[src/rtl/assert_macros.svh]
// Concurrent assertion helpers shared by the controller and datapath modules.
`ifndef ASSERT_MACROS_SVH
`define ASSERT_MACROS_SVH

// Check a property at every rising clock edge outside reset.
`define ASSERT_PROP(lbl, clk, rst_n, prop) \
  lbl: assert property (@(posedge clk) disable iff (!rst_n) prop) \
    else $error("assertion failed");

// Check that a condition never holds outside reset.
`define ASSERT_NEVER(lbl, clk, rst_n, cond) \
  `ASSERT_PROP(lbl, clk, rst_n, !(cond))

`endif

[src/rtl/ttmw_pkg.sv]
package ttmw_pkg;

  localparam int unsigned APB_ADDR_W = 5;
  localparam int unsigned APB_DATA_W = 32;

  localparam logic [7:0] CODE_END     = 8'd0;
  localparam logic [7:0] CODE_TAB     = 8'd9;
  localparam logic [7:0] CODE_NEWLINE = 8'd10;
  localparam logic [7:0] CODE_RETURN  = 8'd13;

  localparam logic [7:0] WRAP_COLUMN = 8'd48;

  typedef enum logic [2:0] {
    REG_FONT_WIDTH    = 3'd0,
    REG_FONT_HEIGHT   = 3'd1,
    REG_GLYPHS_PER_ROW = 3'd2,
    REG_FIRST_CODE    = 3'd3,
    REG_CHARSET_BASE  = 3'd4,
    REG_PALETTE       = 3'd5,
    REG_MAP_SEGMENT   = 3'd6
  } ttmw_reg_e;

  typedef enum logic [2:0] {
    CLS_END,
    CLS_RETURN,
    CLS_TAB,
    CLS_NEWLINE,
    CLS_PRINT
  } ttmw_class_e;

  typedef struct packed {
    logic [3:0]  font_width;
    logic [3:0]  font_height;
    logic [6:0]  glyphs_per_row;
    logic [7:0]  first_code;
    logic [10:0] charset_base;
    logic [1:0]  palette;
    logic [3:0]  map_segment;
  } ttmw_cfg_t;

  typedef struct packed {
    logic load;
    logic halt;
    logic tab;
    logic newline;
    logic advance;
    logic div_step;
    logic scale;
    logic base;
    logic emit;
  } ttmw_cmd_t;

  typedef struct packed {
    logic        halted;
    logic        stop;
    ttmw_class_e code_class;
    logic        div_last;
    logic        out_free;
    logic        last_cell;
  } ttmw_sts_t;

  function automatic ttmw_class_e code_class(input logic [7:0] code);
    ttmw_class_e cls;
    case (code)
      CODE_END:     cls = CLS_END;
      CODE_RETURN:  cls = CLS_RETURN;
      CODE_TAB:     cls = CLS_TAB;
      CODE_NEWLINE: cls = CLS_NEWLINE;
      default:      cls = CLS_PRINT;
    endcase
    return cls;
  endfunction

endpackage

[src/rtl/ttmw_ctrl.sv]
`include "assert_macros.svh"

module ttmw_ctrl import ttmw_pkg::*; (
  input  logic      clk_i,
  input  logic      rst_ni,
  input  logic      in_valid_i,
  output logic      in_ready_o,
  input  ttmw_sts_t sts_i,
  output ttmw_cmd_t cmd_o
);

  typedef enum logic [5:0] {
    ST_IDLE   = 6'b000001,
    ST_CHECK  = 6'b000010,
    ST_DIVIDE = 6'b000100,
    ST_SCALE  = 6'b001000,
    ST_BASE   = 6'b010000,
    ST_EMIT   = 6'b100000
  } ttmw_state_e;

  ttmw_state_e state_q, state_d;

  assign in_ready_o = (state_q == ST_IDLE);

  always_comb begin
    state_d = state_q;
    cmd_o   = '0;
    case (state_q)
      ST_IDLE: begin
        if (in_valid_i) begin
          cmd_o.load = 1'b1;
          state_d    = ST_CHECK;
        end
      end
      ST_CHECK: begin
        state_d = ST_IDLE;
        if (sts_i.halted) begin
          // drop the item
        end else if (sts_i.stop || sts_i.code_class == CLS_END) begin
          cmd_o.halt = 1'b1;
        end else begin
          case (sts_i.code_class)
            CLS_TAB:     cmd_o.tab = 1'b1;
            CLS_NEWLINE: cmd_o.newline = 1'b1;
            CLS_PRINT: begin
              cmd_o.advance = 1'b1;
              state_d       = ST_DIVIDE;
            end
            default: ;
          endcase
        end
      end
      ST_DIVIDE: begin
        cmd_o.div_step = 1'b1;
        if (sts_i.div_last) state_d = ST_SCALE;
      end
      ST_SCALE: begin
        cmd_o.scale = 1'b1;
        state_d     = ST_BASE;
      end
      ST_BASE: begin
        cmd_o.base = 1'b1;
        state_d    = ST_EMIT;
      end
      ST_EMIT: begin
        if (sts_i.out_free) begin
          cmd_o.emit = 1'b1;
          if (sts_i.last_cell) state_d = ST_IDLE;
        end
      end
      default: state_d = ST_IDLE;
    endcase
  end

  always_ff @(posedge clk_i or negedge rst_ni) begin
    if (!rst_ni) begin
      state_q <= ST_IDLE;
    end else begin
      state_q <= state_d;
    end
  end

  // The remainder unit runs a full eight steps before scaling.
  `ASSERT_PROP(a_div_len, clk_i, rst_ni, cmd_o.scale |-> $past(cmd_o.div_step, 1) && $past(cmd_o.div_step, 8))

endmodule

[src/rtl/ttmw_dp.sv]
`include "assert_macros.svh"

module ttmw_dp import ttmw_pkg::*; #(
  parameter int unsigned SCREEN_COLUMNS = 48,
  parameter int unsigned TAB_WIDTH      = 4,
  parameter int unsigned ROW_LIMIT      = 28
) (
  input  logic        clk_i,
  input  logic        rst_ni,
  input  ttmw_cfg_t   cfg_i,
  input  ttmw_cmd_t   cmd_i,
  output ttmw_sts_t   sts_o,
  input  logic        in_start_i,
  input  logic [5:0]  in_column_i,
  input  logic [5:0]  in_row_i,
  input  logic [7:0]  in_code_i,
  output logic        out_valid_o,
  input  logic        out_ready_i,
  output logic [15:0] out_address_o,
  output logic [15:0] out_word_o,
  output logic        out_last_o
);

  logic [3:0] w_c, h_c;
  logic [6:0] r_c;

  always_comb begin
    w_c = (cfg_i.font_width == 4'd0) ? 4'd1 :
          (cfg_i.font_width > 4'd8) ? 4'd8 : cfg_i.font_width;
    h_c = (cfg_i.font_height == 4'd0) ? 4'd1 :
          (cfg_i.font_height > 4'd8) ? 4'd8 : cfg_i.font_height;
    r_c = (cfg_i.glyphs_per_row == 7'd0) ? 7'd1 :
          (cfg_i.glyphs_per_row > 7'd64) ? 7'd64 : cfg_i.glyphs_per_row;
  end

  // Next tab stop for each column below 64, before font scaling.
  logic [6:0] tab_tbl [64];
  for (genvar i = 0; i < 64; i++) begin : g_tab
    assign tab_tbl[i] = 7'(((i / TAB_WIDTH) + 1) * TAB_WIDTH);
  end

  logic [7:0]  col_q, row_q;
  logic [5:0]  line_start_q;
  logic        halted_q;
  logic [7:0]  code_q;
  logic [7:0]  g_q;
  logic [7:0]  dvd_q;
  logic [5:0]  rem_q;
  logic [2:0]  div_cnt_q;
  logic [10:0] a_q;
  logic [9:0]  rw_q;
  logic [15:0] tile_col_q, tile_q;
  logic [15:0] addr_col_q, addr_q;
  logic [2:0]  cx_q, cy_q;
  logic        out_valid_q;
  logic [15:0] out_address_q, out_word_q;
  logic        out_last_q;

  logic [7:0]  g_now;
  logic [10:0] tab_col;
  logic [7:0]  col_adv;
  logic [7:0]  row_nl;
  logic [6:0]  rem_sh;
  logic [7:0]  gq;
  logic [15:0] base_sum;
  logic        col_end, last_cell, out_free;

  assign g_now    = code_q - cfg_i.first_code;
  assign tab_col  = {4'd0, tab_tbl[col_q[5:0]]} * {7'd0, w_c};
  assign col_adv  = col_q + {4'd0, w_c};
  assign row_nl   = row_q + {4'd0, h_c};
  assign rem_sh   = {rem_q, dvd_q[7]};
  assign gq       = g_q - {2'd0, rem_q};
  assign base_sum = {5'd0, cfg_i.charset_base} +
                    ({8'd0, g_q} * {12'd0, w_c}) +
                    ({5'd0, a_q} * {12'd0, w_c});
  assign col_end  = ({1'b0, cy_q} == (h_c - 4'd1));
  assign last_cell = col_end && ({1'b0, cx_q} == (w_c - 4'd1));
  assign out_free = !out_valid_q || out_ready_i;

  always_comb begin
    sts_o.halted     = halted_q;
    sts_o.stop       = (col_q >= 8'(SCREEN_COLUMNS)) || (row_q >= 8'(ROW_LIMIT));
    sts_o.code_class = code_class(code_q);
    sts_o.div_last   = (div_cnt_q == 3'd7);
    sts_o.out_free   = out_free;
    sts_o.last_cell  = last_cell;
  end

  // Cursor and string state.
  always_ff @(posedge clk_i or negedge rst_ni) begin
    if (!rst_ni) begin
      col_q        <= '0;
      row_q        <= '0;
      line_start_q <= '0;
      halted_q     <= 1'b1;
    end else begin
      if (cmd_i.load && in_start_i) begin
        col_q        <= {2'd0, in_column_i};
        row_q        <= {2'd0, in_row_i};
        line_start_q <= in_column_i;
        halted_q     <= 1'b0;
      end
      if (cmd_i.halt) halted_q <= 1'b1;
      if (cmd_i.tab) col_q <= tab_col[7:0];
      if (cmd_i.newline || (cmd_i.advance && col_adv >= WRAP_COLUMN)) begin
        row_q <= row_nl;
        col_q <= {2'd0, line_start_q};
      end else if (cmd_i.advance) begin
        col_q <= col_adv;
      end
    end
  end

  always_ff @(posedge clk_i or negedge rst_ni) begin
    if (!rst_ni) begin
      div_cnt_q <= '0;
    end else if (cmd_i.advance) begin
      div_cnt_q <= '0;
    end else if (cmd_i.div_step) begin
      div_cnt_q <= div_cnt_q + 3'd1;
    end
  end

  // Glyph arithmetic and cell walk.
  always_ff @(posedge clk_i) begin
    if (cmd_i.load) code_q <= in_code_i;
    if (cmd_i.advance) begin
      g_q        <= g_now;
      dvd_q      <= g_now;
      rem_q      <= '0;
      addr_col_q <= {cfg_i.map_segment, row_q[5:0], col_q[5:0]};
      addr_q     <= {cfg_i.map_segment, row_q[5:0], col_q[5:0]};
    end
    if (cmd_i.div_step) begin
      dvd_q <= {dvd_q[6:0], 1'b0};
      if (rem_sh >= r_c) begin
        rem_q <= 6'(rem_sh - r_c);
      end else begin
        rem_q <= rem_sh[5:0];
      end
    end
    if (cmd_i.scale) begin
      a_q  <= {3'd0, gq} * {8'd0, 3'(h_c - 4'd1)};
      rw_q <= {3'd0, r_c} * {6'd0, w_c};
    end
    if (cmd_i.base) begin
      tile_col_q <= base_sum;
      tile_q     <= base_sum;
      cx_q       <= '0;
      cy_q       <= '0;
    end
    if (cmd_i.emit) begin
      if (col_end) begin
        cy_q       <= '0;
        cx_q       <= cx_q + 3'd1;
        tile_col_q <= tile_col_q + 16'd1;
        tile_q     <= tile_col_q + 16'd1;
        addr_col_q <= addr_col_q + 16'd1;
        addr_q     <= addr_col_q + 16'd1;
      end else begin
        cy_q   <= cy_q + 3'd1;
        tile_q <= tile_q + {6'd0, rw_q};
        addr_q <= addr_q + 16'd64;
      end
      out_address_q <= addr_q;
      out_word_q    <= tile_q | {cfg_i.palette, 14'd0};
      out_last_q    <= last_cell;
    end
  end

  always_ff @(posedge clk_i or negedge rst_ni) begin
    if (!rst_ni) begin
      out_valid_q <= 1'b0;
    end else if (cmd_i.emit) begin
      out_valid_q <= 1'b1;
    end else if (out_ready_i) begin
      out_valid_q <= 1'b0;
    end
  end

  assign out_valid_o   = out_valid_q;
  assign out_address_o = out_address_q;
  assign out_word_o    = out_word_q;
  assign out_last_o    = out_last_q;

  // A cell write never overwrites a result that is still waiting.
  `ASSERT_PROP(a_emit_free, clk_i, rst_ni, cmd_i.emit |-> (!out_valid_q || out_ready_i))
  // The remainder unit leaves a value below the charset row length.
  `ASSERT_PROP(a_rem_range, clk_i, rst_ni, cmd_i.scale |-> ({1'b0, rem_q} < r_c))

endmodule

[src/rtl/text_to_tile_map_writer.sv]
// Text to tile-map writer. Each request on the slave stream carries one
// character code; tuser set opens a string and loads the cursor from the
// start column and row in the same request. Every printable character yields
// font_width x font_height cell writes on the master stream, glyph column by
// glyph column, tlast on the last write of the character. A printable
// character is accepted, decoded, run through the eight-step bit-serial
// remainder unit that locates the glyph row in the charset, given two steps
// to build the tile index, then yields one cell write per cycle while the
// output register drains. Registers sit on the APB port at 4-byte steps in
// the order font_width, font_height, glyphs_per_charset_row, first_code,
// charset_base, palette_select, map_segment; the user must see that they are
// written only while the block is idle; the block itself does not enforce it.
module text_to_tile_map_writer import ttmw_pkg::*; #(
  parameter int unsigned SCREEN_COLUMNS = 48,
  parameter int unsigned TAB_WIDTH      = 4,
  parameter int unsigned ROW_LIMIT      = 28
) (
  input  logic                  clk_i,
  input  logic                  rst_ni,
  input  logic                  psel,
  input  logic                  penable,
  input  logic                  pwrite,
  input  logic [APB_ADDR_W-1:0] paddr,
  input  logic [APB_DATA_W-1:0] pwdata,
  output logic [APB_DATA_W-1:0] prdata,
  output logic                  pready,
  input  logic                  s_axis_tvalid,
  output logic                  s_axis_tready,
  // [5:0] start_column, [11:6] start_row, [19:12] char_code, [23:20] zero
  input  logic [23:0]           s_axis_tdata,
  // [0] string_start
  input  logic                  s_axis_tuser,
  output logic                  m_axis_tvalid,
  input  logic                  m_axis_tready,
  // [15:0] cell_address, [31:16] cell_word
  output logic [31:0]           m_axis_tdata,
  output logic                  m_axis_tlast
);

  ttmw_cfg_t cfg_q;
  ttmw_cmd_t cmd;
  ttmw_sts_t sts;
  ttmw_reg_e reg_idx;
  logic      cfg_wr;
  logic [15:0] out_address, out_word;

  assign pready  = 1'b1;
  assign reg_idx = ttmw_reg_e'(paddr[4:2]);
  assign cfg_wr  = psel && penable && pwrite;

  always_ff @(posedge clk_i or negedge rst_ni) begin
    if (!rst_ni) begin
      cfg_q.font_width     <= 4'd1;
      cfg_q.font_height    <= 4'd1;
      cfg_q.glyphs_per_row <= 7'd32;
      cfg_q.first_code     <= 8'd32;
      cfg_q.charset_base   <= '0;
      cfg_q.palette        <= '0;
      cfg_q.map_segment    <= '0;
    end else if (cfg_wr) begin
      case (reg_idx)
        REG_FONT_WIDTH:     cfg_q.font_width     <= pwdata[3:0];
        REG_FONT_HEIGHT:    cfg_q.font_height    <= pwdata[3:0];
        REG_GLYPHS_PER_ROW: cfg_q.glyphs_per_row <= pwdata[6:0];
        REG_FIRST_CODE:     cfg_q.first_code     <= pwdata[7:0];
        REG_CHARSET_BASE:   cfg_q.charset_base   <= pwdata[10:0];
        REG_PALETTE:        cfg_q.palette        <= pwdata[1:0];
        REG_MAP_SEGMENT:    cfg_q.map_segment    <= pwdata[3:0];
        default: ;
      endcase
    end
  end

  always_comb begin
    prdata = '0;
    case (reg_idx)
      REG_FONT_WIDTH:     prdata = {28'd0, cfg_q.font_width};
      REG_FONT_HEIGHT:    prdata = {28'd0, cfg_q.font_height};
      REG_GLYPHS_PER_ROW: prdata = {25'd0, cfg_q.glyphs_per_row};
      REG_FIRST_CODE:     prdata = {24'd0, cfg_q.first_code};
      REG_CHARSET_BASE:   prdata = {21'd0, cfg_q.charset_base};
      REG_PALETTE:        prdata = {30'd0, cfg_q.palette};
      REG_MAP_SEGMENT:    prdata = {28'd0, cfg_q.map_segment};
      default:            prdata = '0;
    endcase
  end

  ttmw_ctrl u_ctrl (
    .clk_i      (clk_i),
    .rst_ni     (rst_ni),
    .in_valid_i (s_axis_tvalid),
    .in_ready_o (s_axis_tready),
    .sts_i      (sts),
    .cmd_o      (cmd)
  );

  ttmw_dp #(
    .SCREEN_COLUMNS (SCREEN_COLUMNS),
    .TAB_WIDTH      (TAB_WIDTH),
    .ROW_LIMIT      (ROW_LIMIT)
  ) u_dp (
    .clk_i         (clk_i),
    .rst_ni        (rst_ni),
    .cfg_i         (cfg_q),
    .cmd_i         (cmd),
    .sts_o         (sts),
    .in_start_i    (s_axis_tuser),
    .in_column_i   (s_axis_tdata[5:0]),
    .in_row_i      (s_axis_tdata[11:6]),
    .in_code_i     (s_axis_tdata[19:12]),
    .out_valid_o   (m_axis_tvalid),
    .out_ready_i   (m_axis_tready),
    .out_address_o (out_address),
    .out_word_o    (out_word),
    .out_last_o    (m_axis_tlast)
  );

  assign m_axis_tdata = {out_word, out_address};

endmodule

[config.mk]
export PLATFORM = sky130hd
export DESIGN_NAME = text_to_tile_map_writer
export DESIGN_NICKNAME = d
export VERILOG_FILES = /design/src/rtl/ttmw_pkg.sv /design/src/rtl/ttmw_ctrl.sv /design/src/rtl/ttmw_dp.sv /design/src/rtl/text_to_tile_map_writer.sv
export VERILOG_INCLUDE_DIRS = /design/src /design/src/rtl
export SDC_FILE = /design/constraint.sdc
export NUM_CORES = 1
export LEC_CHECK = 0
export ABC_AREA = 0
export BUFFER_PORTS_ARGS = -buffer_cell sky130_fd_sc_hd__buf_2
export CAP_MARGIN = 0
export CORE_UTILIZATION = 45
export DETAILED_ROUTE_END_ITERATION = 7
export PLACE_DENSITY_LB_ADDON = 0.08
export SLEW_MARGIN = 5
export SYNTH_ARGS = -nofsm -noshare
export SYNTH_HDL_FRONTEND = slang
export SYNTH_HIERARCHICAL = 1
export SYNTH_SLANG_ARGS = --single-unit
[constraint.sdc]
create_clock -name clk_i -period 5.06 [get_ports clk_i]
set_clock_uncertainty 0.15 [all_clocks]
set_input_delay 0.253 -clock clk_i [delete_from_list [all_inputs] [get_ports clk_i]]
set_output_delay 0.253 -clock clk_i [all_outputs]
set_load 0.02 [all_outputs]
Word level (Yosys, flattened, before mapping)
Memories as Yosys holds them, arrays and structs flattened.
Cells that the tools add are included.
{"block": "classes", "add_sub_neg": 16, "mul": 5, "n_lt_le_gt_ge": 8, "n_eq_ne": 25, "mux": 67, "n_bitwise": 2, "reduce_logical": 31}
{"op": "16-bit 2-to-1 mux", "count": 12}
{"op": "11-bit one-hot mux with 7 select lines", "count": 1}
{"op": "8-bit 2-to-1 mux", "count": 8}
{"op": "6-bit 2-to-1 mux", "count": 9}
{"op": "6-bit one-hot mux with 6 select lines", "count": 1}
{"op": "16-bit by 1-bit adder with 16-bit output, second input constant", "count": 2}
{"op": "3-bit 2-to-1 mux", "count": 10}
{"op": "7-bit 2-to-1 mux", "count": 4}
{"op": "8-bit by 4-bit == test with 1-bit output, second input constant", "count": 3}
{"op": "4-bit 2-to-1 mux", "count": 6}
{"op": "16-bit by 10-bit adder with 16-bit output", "count": 1}
{"op": "16-bit by 15-bit adder with 16-bit output", "count": 1}
{"op": "16-bit by 7-bit adder with 16-bit output, second input constant", "count": 1}
{"op": "8-bit by 4-bit adder with 8-bit output", "count": 2}
{"op": "8-bit by 6-bit greater-or-equal comparator with 1-bit output, second input constant", "count": 2}
{"op": "16-bit OR", "count": 1}
{"op": "3-bit == test, second input constant", "count": 5}
{"op": "11-bit by 4-bit multiplier with 15-bit output", "count": 1}
{"op": "1-bit 2-to-1 mux", "count": 15}
{"op": "2-bit AND reduction", "count": 7}
{"op": "11-bit by 12-bit adder with 13-bit output", "count": 1}
{"op": "3-bit by 2-bit == test with 1-bit output, second input constant", "count": 4}
{"op": "8-bit by 4-bit multiplier with 12-bit output", "count": 1}
{"op": "3-bit one-hot mux with 4 select lines", "count": 1}
{"op": "34 further kinds", "count": 55}
{"block": "word_totals", "reg_bits": 227, "mem_bits_ro": 448, "inputBits": 69, "out_inout_bits": 68, "mem_count": 1}
{"name": "(no name shown)", "words": 64, "word_bits": 7, "rd": 1, "rd_clocked_by_memory_dff": 0, "write_ports": 0, "line": "ttmw_dp.sv:69", "rtl": "assign tab_col = {4'd0, tab_tbl[col_q[5:0]]} * {7'd0, w_c};"}

Depth between registers and ports, before layout
{"block": "logic_depth", "word_depth": 10, "depth_mapped": 21, "mapped_depth_nobuf": 20}

Hierarchy
Netlist, hierarchy kept.
{"module": "ttmw_dp", "n_inst": 1, "cells_each": 1541, "area_per_inst_um2": 14585.2}
{"module": "text_to_tile_map_writer", "n_inst": 1, "cells_each": 158, "area_per_inst_um2": 2069.5}
{"module": "ttmw_ctrl", "n_inst": 1, "cells_each": 50, "area_per_inst_um2": 411.6}

Worst setup path before layout
No wires, ideal clock.
{"block": "synth_path", "path_kind": "flip-flop to flip-flop", "from": "register cfg_q[39] in the netlist's numbering", "to": "register u_dp.tile_q[14], data pin", "setup_ns": 0.267, "arrival_ns": 5.075, "required_time_ns": 4.643, "setup_slack_ns": -0.433, "path_stages_with_launch": 20, "synth_period_minus_slack_ns": 5.493, "cell_sequence": "dfrtp_1 > nand2b_1 > inv_1 > clkbuf_1 > nand2_1 > fa_1 > fa_1 > inv_1 > fa_1 > inv_1 > fa_1 > inv_1 > fa_1 > a211oi_1 > o21ai_0 > a31oi_1 > o21ai_0 > a21oi_1 > xor2_1 > o22ai_1"}
{"block": "synth_via", "elab_chain_cells": 8}
{"element": "from (decl)", "line": "text_to_tile_map_writer.sv:40", "rtl": "ttmw_cfg_t cfg_q;"}
{"element": "4-bit > comparator", "line": "ttmw_dp.sv:29", "rtl": "(cfg_i.font_width > 4'd8) ? 4'd8 : cfg_i.font_width;"}
{"element": "4-bit 2-to-1 mux", "line": "ttmw_dp.sv:29"}
{"element": "4-bit 2-to-1 mux *", "line": "ttmw_dp.sv:28", "rtl": "w_c = (cfg_i.font_width == 4'd0) ? 4'd1 :"}
{"element": "8-bit by 4-bit multiplier with 12-bit output", "line": "ttmw_dp.sv:75", "rtl": "({8'd0, g_q} * {12'd0, w_c}) +"}
{"element": "11-bit by 12-bit adder with 13-bit output", "line": "ttmw_dp.sv:74", "rtl": "assign base_sum = {5'd0, cfg_i.charset_base} +"}
{"element": "16-bit by 15-bit adder with 16-bit output *", "line": "ttmw_dp.sv:75"}
{"element": "16-bit 2-to-1 mux *", "line": "ttmw_dp.sv:147", "rtl": "if (cmd_i.base) begin"}
{"element": "16-bit 2-to-1 mux *", "line": "ttmw_dp.sv:153", "rtl": "if (cmd_i.emit) begin"}
{"element": "to (signal assigned)", "line": "ttmw_dp.sv:149", "rtl": "tile_q <= base_sum;"}
{"element": "to (signal assigned)", "line": "ttmw_dp.sv:158", "rtl": "tile_q <= tile_col_q + 16'd1;"}
{"element": "to (signal assigned)", "line": "ttmw_dp.sv:163", "rtl": "tile_q <= tile_q + {6'd0, rw_q};"}
{"element": "to (decl)", "line": "ttmw_dp.sv:52", "rtl": "logic [15:0] tile_col_q, tile_q;"}
Every way passes the cells marked *; elsewhere a longest branch is shown, timed or not. The select of a mux whose other input is x is not followed.
A chain may end at the register's enable or synchronous reset.

Worst setup path after layout
{"block": "layout_path", "from": "register cfg_q[39] in the netlist's numbering", "to": "register u_dp.tile_q[15], data pin"}
The elaborated chain is that of the path after synthesis.

==> results.md <==
* Worst Path Required at 5200 ps
* Tmin final at 5080 ps
* Maximum capacitance violations at 0
* Slowest stage delay, CP at 560 ps
* Post-route ant nets at 0
* Reg-to-reg setup timing slack at -20 ps
* WHS Endpoint: cfg_q[39]
* Slew Limit Fails at 0
* Flops & latches, synth at 227
* Synth top area cells: edfxtp_1 (21%), fa_1 (10%), dfrtp_1 (9.8%)
* Most used DFF post-synth: edfxtp_1
* Synth Area in Compound Gates at 12.0%
* Fill count at 3,423
* CP Capture Type: flip-flop
* Die width at 197 um
* FP Rows at 70
* Peak supply drop at 0.419 mV
* Pwr dens at 552 nW/um^2
* Final HPWL DP at 32.7 mm
* Ant diodes at 0
* Syn avg cell area at 9.76 um^2
* Vias at 12.8k
* Placed inst area at 18,300 um^2
* CP Cell Sequence: buf_6 -> nor2_4 -> buf_12 -> buf_12 -> nand2_4 -> fa_1 -> inv_1 -> fa_1 -> fa_1 -> inv_2 -> fa_1 -> inv_2 -> ha_4 -> a2111oi_4 -> o21ai_2 -> a31o_2 -> o311a_1 -> nor2_2 -> o22ai_2
* Core area at 37,000 um^2
* PortBufs at 87
* CTS Buf Count at 27
* Full die area at 38,700 um^2
* Worst Hold Class: input pin to flip-flop
* Worst path slowest cell: fa_1
* Vias per Instance at 5.28
* Synth Area in XOR/XNOR at 5.78%
* TritonCTS clock tree: done
* Clock tree buffer depth at 3
* Rel. slew slack at 18.4%
* H-tree depth reported by CTS at 1
* Register area share after synthesis at 35.7%
* Crit Path Class: flip-flop to flip-flop
* Clock root buffer: clkbuf_16
* Crit path DAT at 5210 ps
* Vias in the first global route at 12.9k
* Worst hold stages at 4
* Worst-Margin Slew at 1210 ps
* Starting Density at 46.2%
* CP Launch Type: flip-flop
* Ys Warns at 6
* Multi-input logic area at 10,100 um^2
* Gr ovfl total at 0
* Top Family by Delay on Critical Path: adder cells
* Post-synth EDFFs at 118
* Simple-gate share of the synthesized area at 16.0%
* Reg2Reg Depth at 19
* Hold Worst Slack at 132 ps
* Aggregate global-route resource usage at 22.7%
* Pin count of the biggest net entering global routing at 74
* Die height at 197 um
* Critical path fanouts, max at 5
* Achievable frequency at 197 MHz
* Critical R2R Launch: cfg_q[39]
* Initial antenna violation count at 0
* Worst skew pair latency at 560 ps
* Hold Startpoint: penable
* Failing checks: setup timing
* Synthesized-area fraction occupied by adder cells at 18.5%
* Initial DRT Pass Iterations at 5
* DRC errors left at 0
* First-pass GRT wire length at 69.2 mm
* Synth area leader: edfxtp_1
* Final cycle utilization of the critical path at 100%
* Layout Area Growth over Synthesis at 16.3%
* Clock-pin slew on the worst setup and hold paths at 60 ps
* Clock sink count at 227
* Fin area at 19,900 um^2
* Setup Viol. Count Final at 1
* Worst R2R End: u_dp/tile_q[15]
* Async set-or-reset flop fraction in the synthesized netlist at 32.2%
* Final hold violations at 0
* Static leakage at 8.77 nW
* Top-area cell type share of the netlist area at 20.8%
* Top cell by count, worst path: fa_1
* Status: finished, violations left
* Multiplexer share of the synthesized area at 4.66%
* Final worst setup slack at -16.4 ps
* Number of I/O pins at 137
* Unrepaired setup endpoints after global routing: true
* Fraction of final layout cells sized beyond drive strength 1 at 18.0%
* Total wire length at 42.9 mm
* FF+latch area at 6100 um^2
* Largest family of logic cells by synthesized area: adder cells
* Wire per inst at 17.7 um
* # nets final at 2,171
* Synth Instances at 1,749
* Mapped Area at 17,100 um^2
* Synth unique cells at 93
* Routability cong. at 0.887
* Pwr Total at 11.0 mW
* 1st-iter DRT viols at 684
* Worst Path Buf+Inv at 6
## kinds of logic after synthesis
group,count (synthesis)
other,2
multiplexers,71
buffers and inverters,288
XOR/XNOR,109
adder cells (fa/ha/maj),199
flip-flops,227
AO/OA/AOI/OAI,310
AND/OR/NAND/NOR,543
## per-layer routing
metal | track usage, % | vias up | part of all wire (%)
met5 | 0 | - | 0
met4 | 5.23 | 0 | 1.9
met3 | 2.46 | 52 | 4.0
met2 | 36.7 | 302 | 46
met1 | 32.6 | 6197 | 49
li1 | - | 6259 | -
## how the worst max path moves through the flow
stage / start / to / slack, ps / cells past startpoint
final: cfg_q[39] / u_dp/tile_q[15] / -20 / 19
after global routing: cfg_q[39] / u_dp/tile_q[15] / -180 / 19
after CTS: cfg_q[36] / u_dp/tile_q[14] / -90 / 19
after detailed placement: cfg_q[36] / u_dp/tile_q[14] / -140 / 19
after global placement: cfg_q[39] / u_dp/tile_q[14] / -120 / 19
after floorplan: cfg_q[39] / u_dp/tile_q[15] / 20 / 19
## flip-flops by register name (all words and copies together), names as in the netlist, 8 cells and up
| register | flops |
|---|---|
| u_dp/code_q | 8 |
| u_dp/dvd_q | 8 |
| u_dp/rw_q | 10 |
| u_dp/col_q | 8 |
| u_dp/out_address_o | 16 |
| cfg_q | 40 |
| u_dp/addr_col_q | 16 |
| u_dp/tile_q | 16 |
| u_dp/row_q | 8 |
| u_dp/a_q | 11 |
| u_dp/tile_col_q | 16 |
| u_dp/out_word_o | 16 |
| u_dp/addr_q | 16 |
| u_dp/g_q | 8 |
## cells in the final DEF (no fill, tap or decap), types with 10 or more instances in the layout
cell and count:
nor3_1 21, dlygate4sd3_1 34, mux2i_1 22, a31oi_1 12
inv_2 13, a221o_1 10, a211oi_1 12, dfxtp_1 36
nand4_1 14, buf_2 86, fa_1 87, o211ai_1 10
nand3_1 35, ha_1 103, mux2_2 47, clkbuf_16 27
nor3b_1 12, nor2b_1 24, o21ai_1 12, xnor2_1 69
a21o_1 16, buf_4 63, edfxtp_1 118, and3_1 18
dfrtp_1 66, nand2b_1 23, nor2_1 109, inv_1 187
and2_1 64, xor2_1 35, nand2_1 160, o21ai_0 72
conb_1 22, a21oi_1 69
## Yosys cell counts (22+ instances only)
cell	n
ha_1	111
nand2b_1	24
xnor2_1	71
a21oi_1	74
mux2_2	47
xor2_1	36
edfxtp_1	118
nor3_1	22
clkbuf_1	36
nand2_1	164
nor2_1	113
nor2b_1	26
nand3_1	35
inv_1	197
buf_4	27
mux2i_1	22
and2_1	67
fa_1	88
dfrtp_1	67
o21ai_0	80
dfxtp_1	36
## power breakdown
part / leakage, nW / internal, mW / switching [mW]
logic: 6.06 / 2.85 / 3.38
registers: 2.28 / 2.44 / 0.343
clock network: 0.428 / 1.14 / 0.801
## worst reg2reg max path: stages (launching register included)
cell and delay, ps:
dfrtp_2 460, buf_6 140, nor2_4 190, buf_12 140
buf_12 100, nand2_4 40, fa_1 470, inv_1 50
fa_1 460, fa_1 560, inv_2 40, fa_1 480
inv_2 50, ha_4 220, a2111oi_4 350, o21ai_2 120
a31o_2 260, o311a_1 290, nor2_2 140, o22ai_2 80
## area by class of cell
cell class	instances	area share, %
clock inverters	12	0.592
inverters	201	3.80
clock buffers	38	3.81
multi-input cells	1254	50.9
flip-flops and latches	227	30.7
repair buffers	192	6.97
well taps	504	3.18
## metrics by stage
step,TNS [ps],utilization (%),std cells,setup slack (ps)
final,-16.4,53.7,2428,-16.4
after global placement,-385,49.4,2333,-121
after global routing,-975,53.7,2428,-178
after detailed placement,-506,49.4,2333,-144
after floorplan,0,-,1769,19.1
after CTS,-221,53.3,2429,-88.5
## timing repair
item	CTS	global route
gates cloned	1	0
setup buffers	11	2
pin swaps	35	30
gates resized for setup	23	45
hold buffers	34	0
endpoints found under the hold margin	132	0
setup endpoints to repair	8	15
Note: power is estimated with default switching activity, not from simulation.
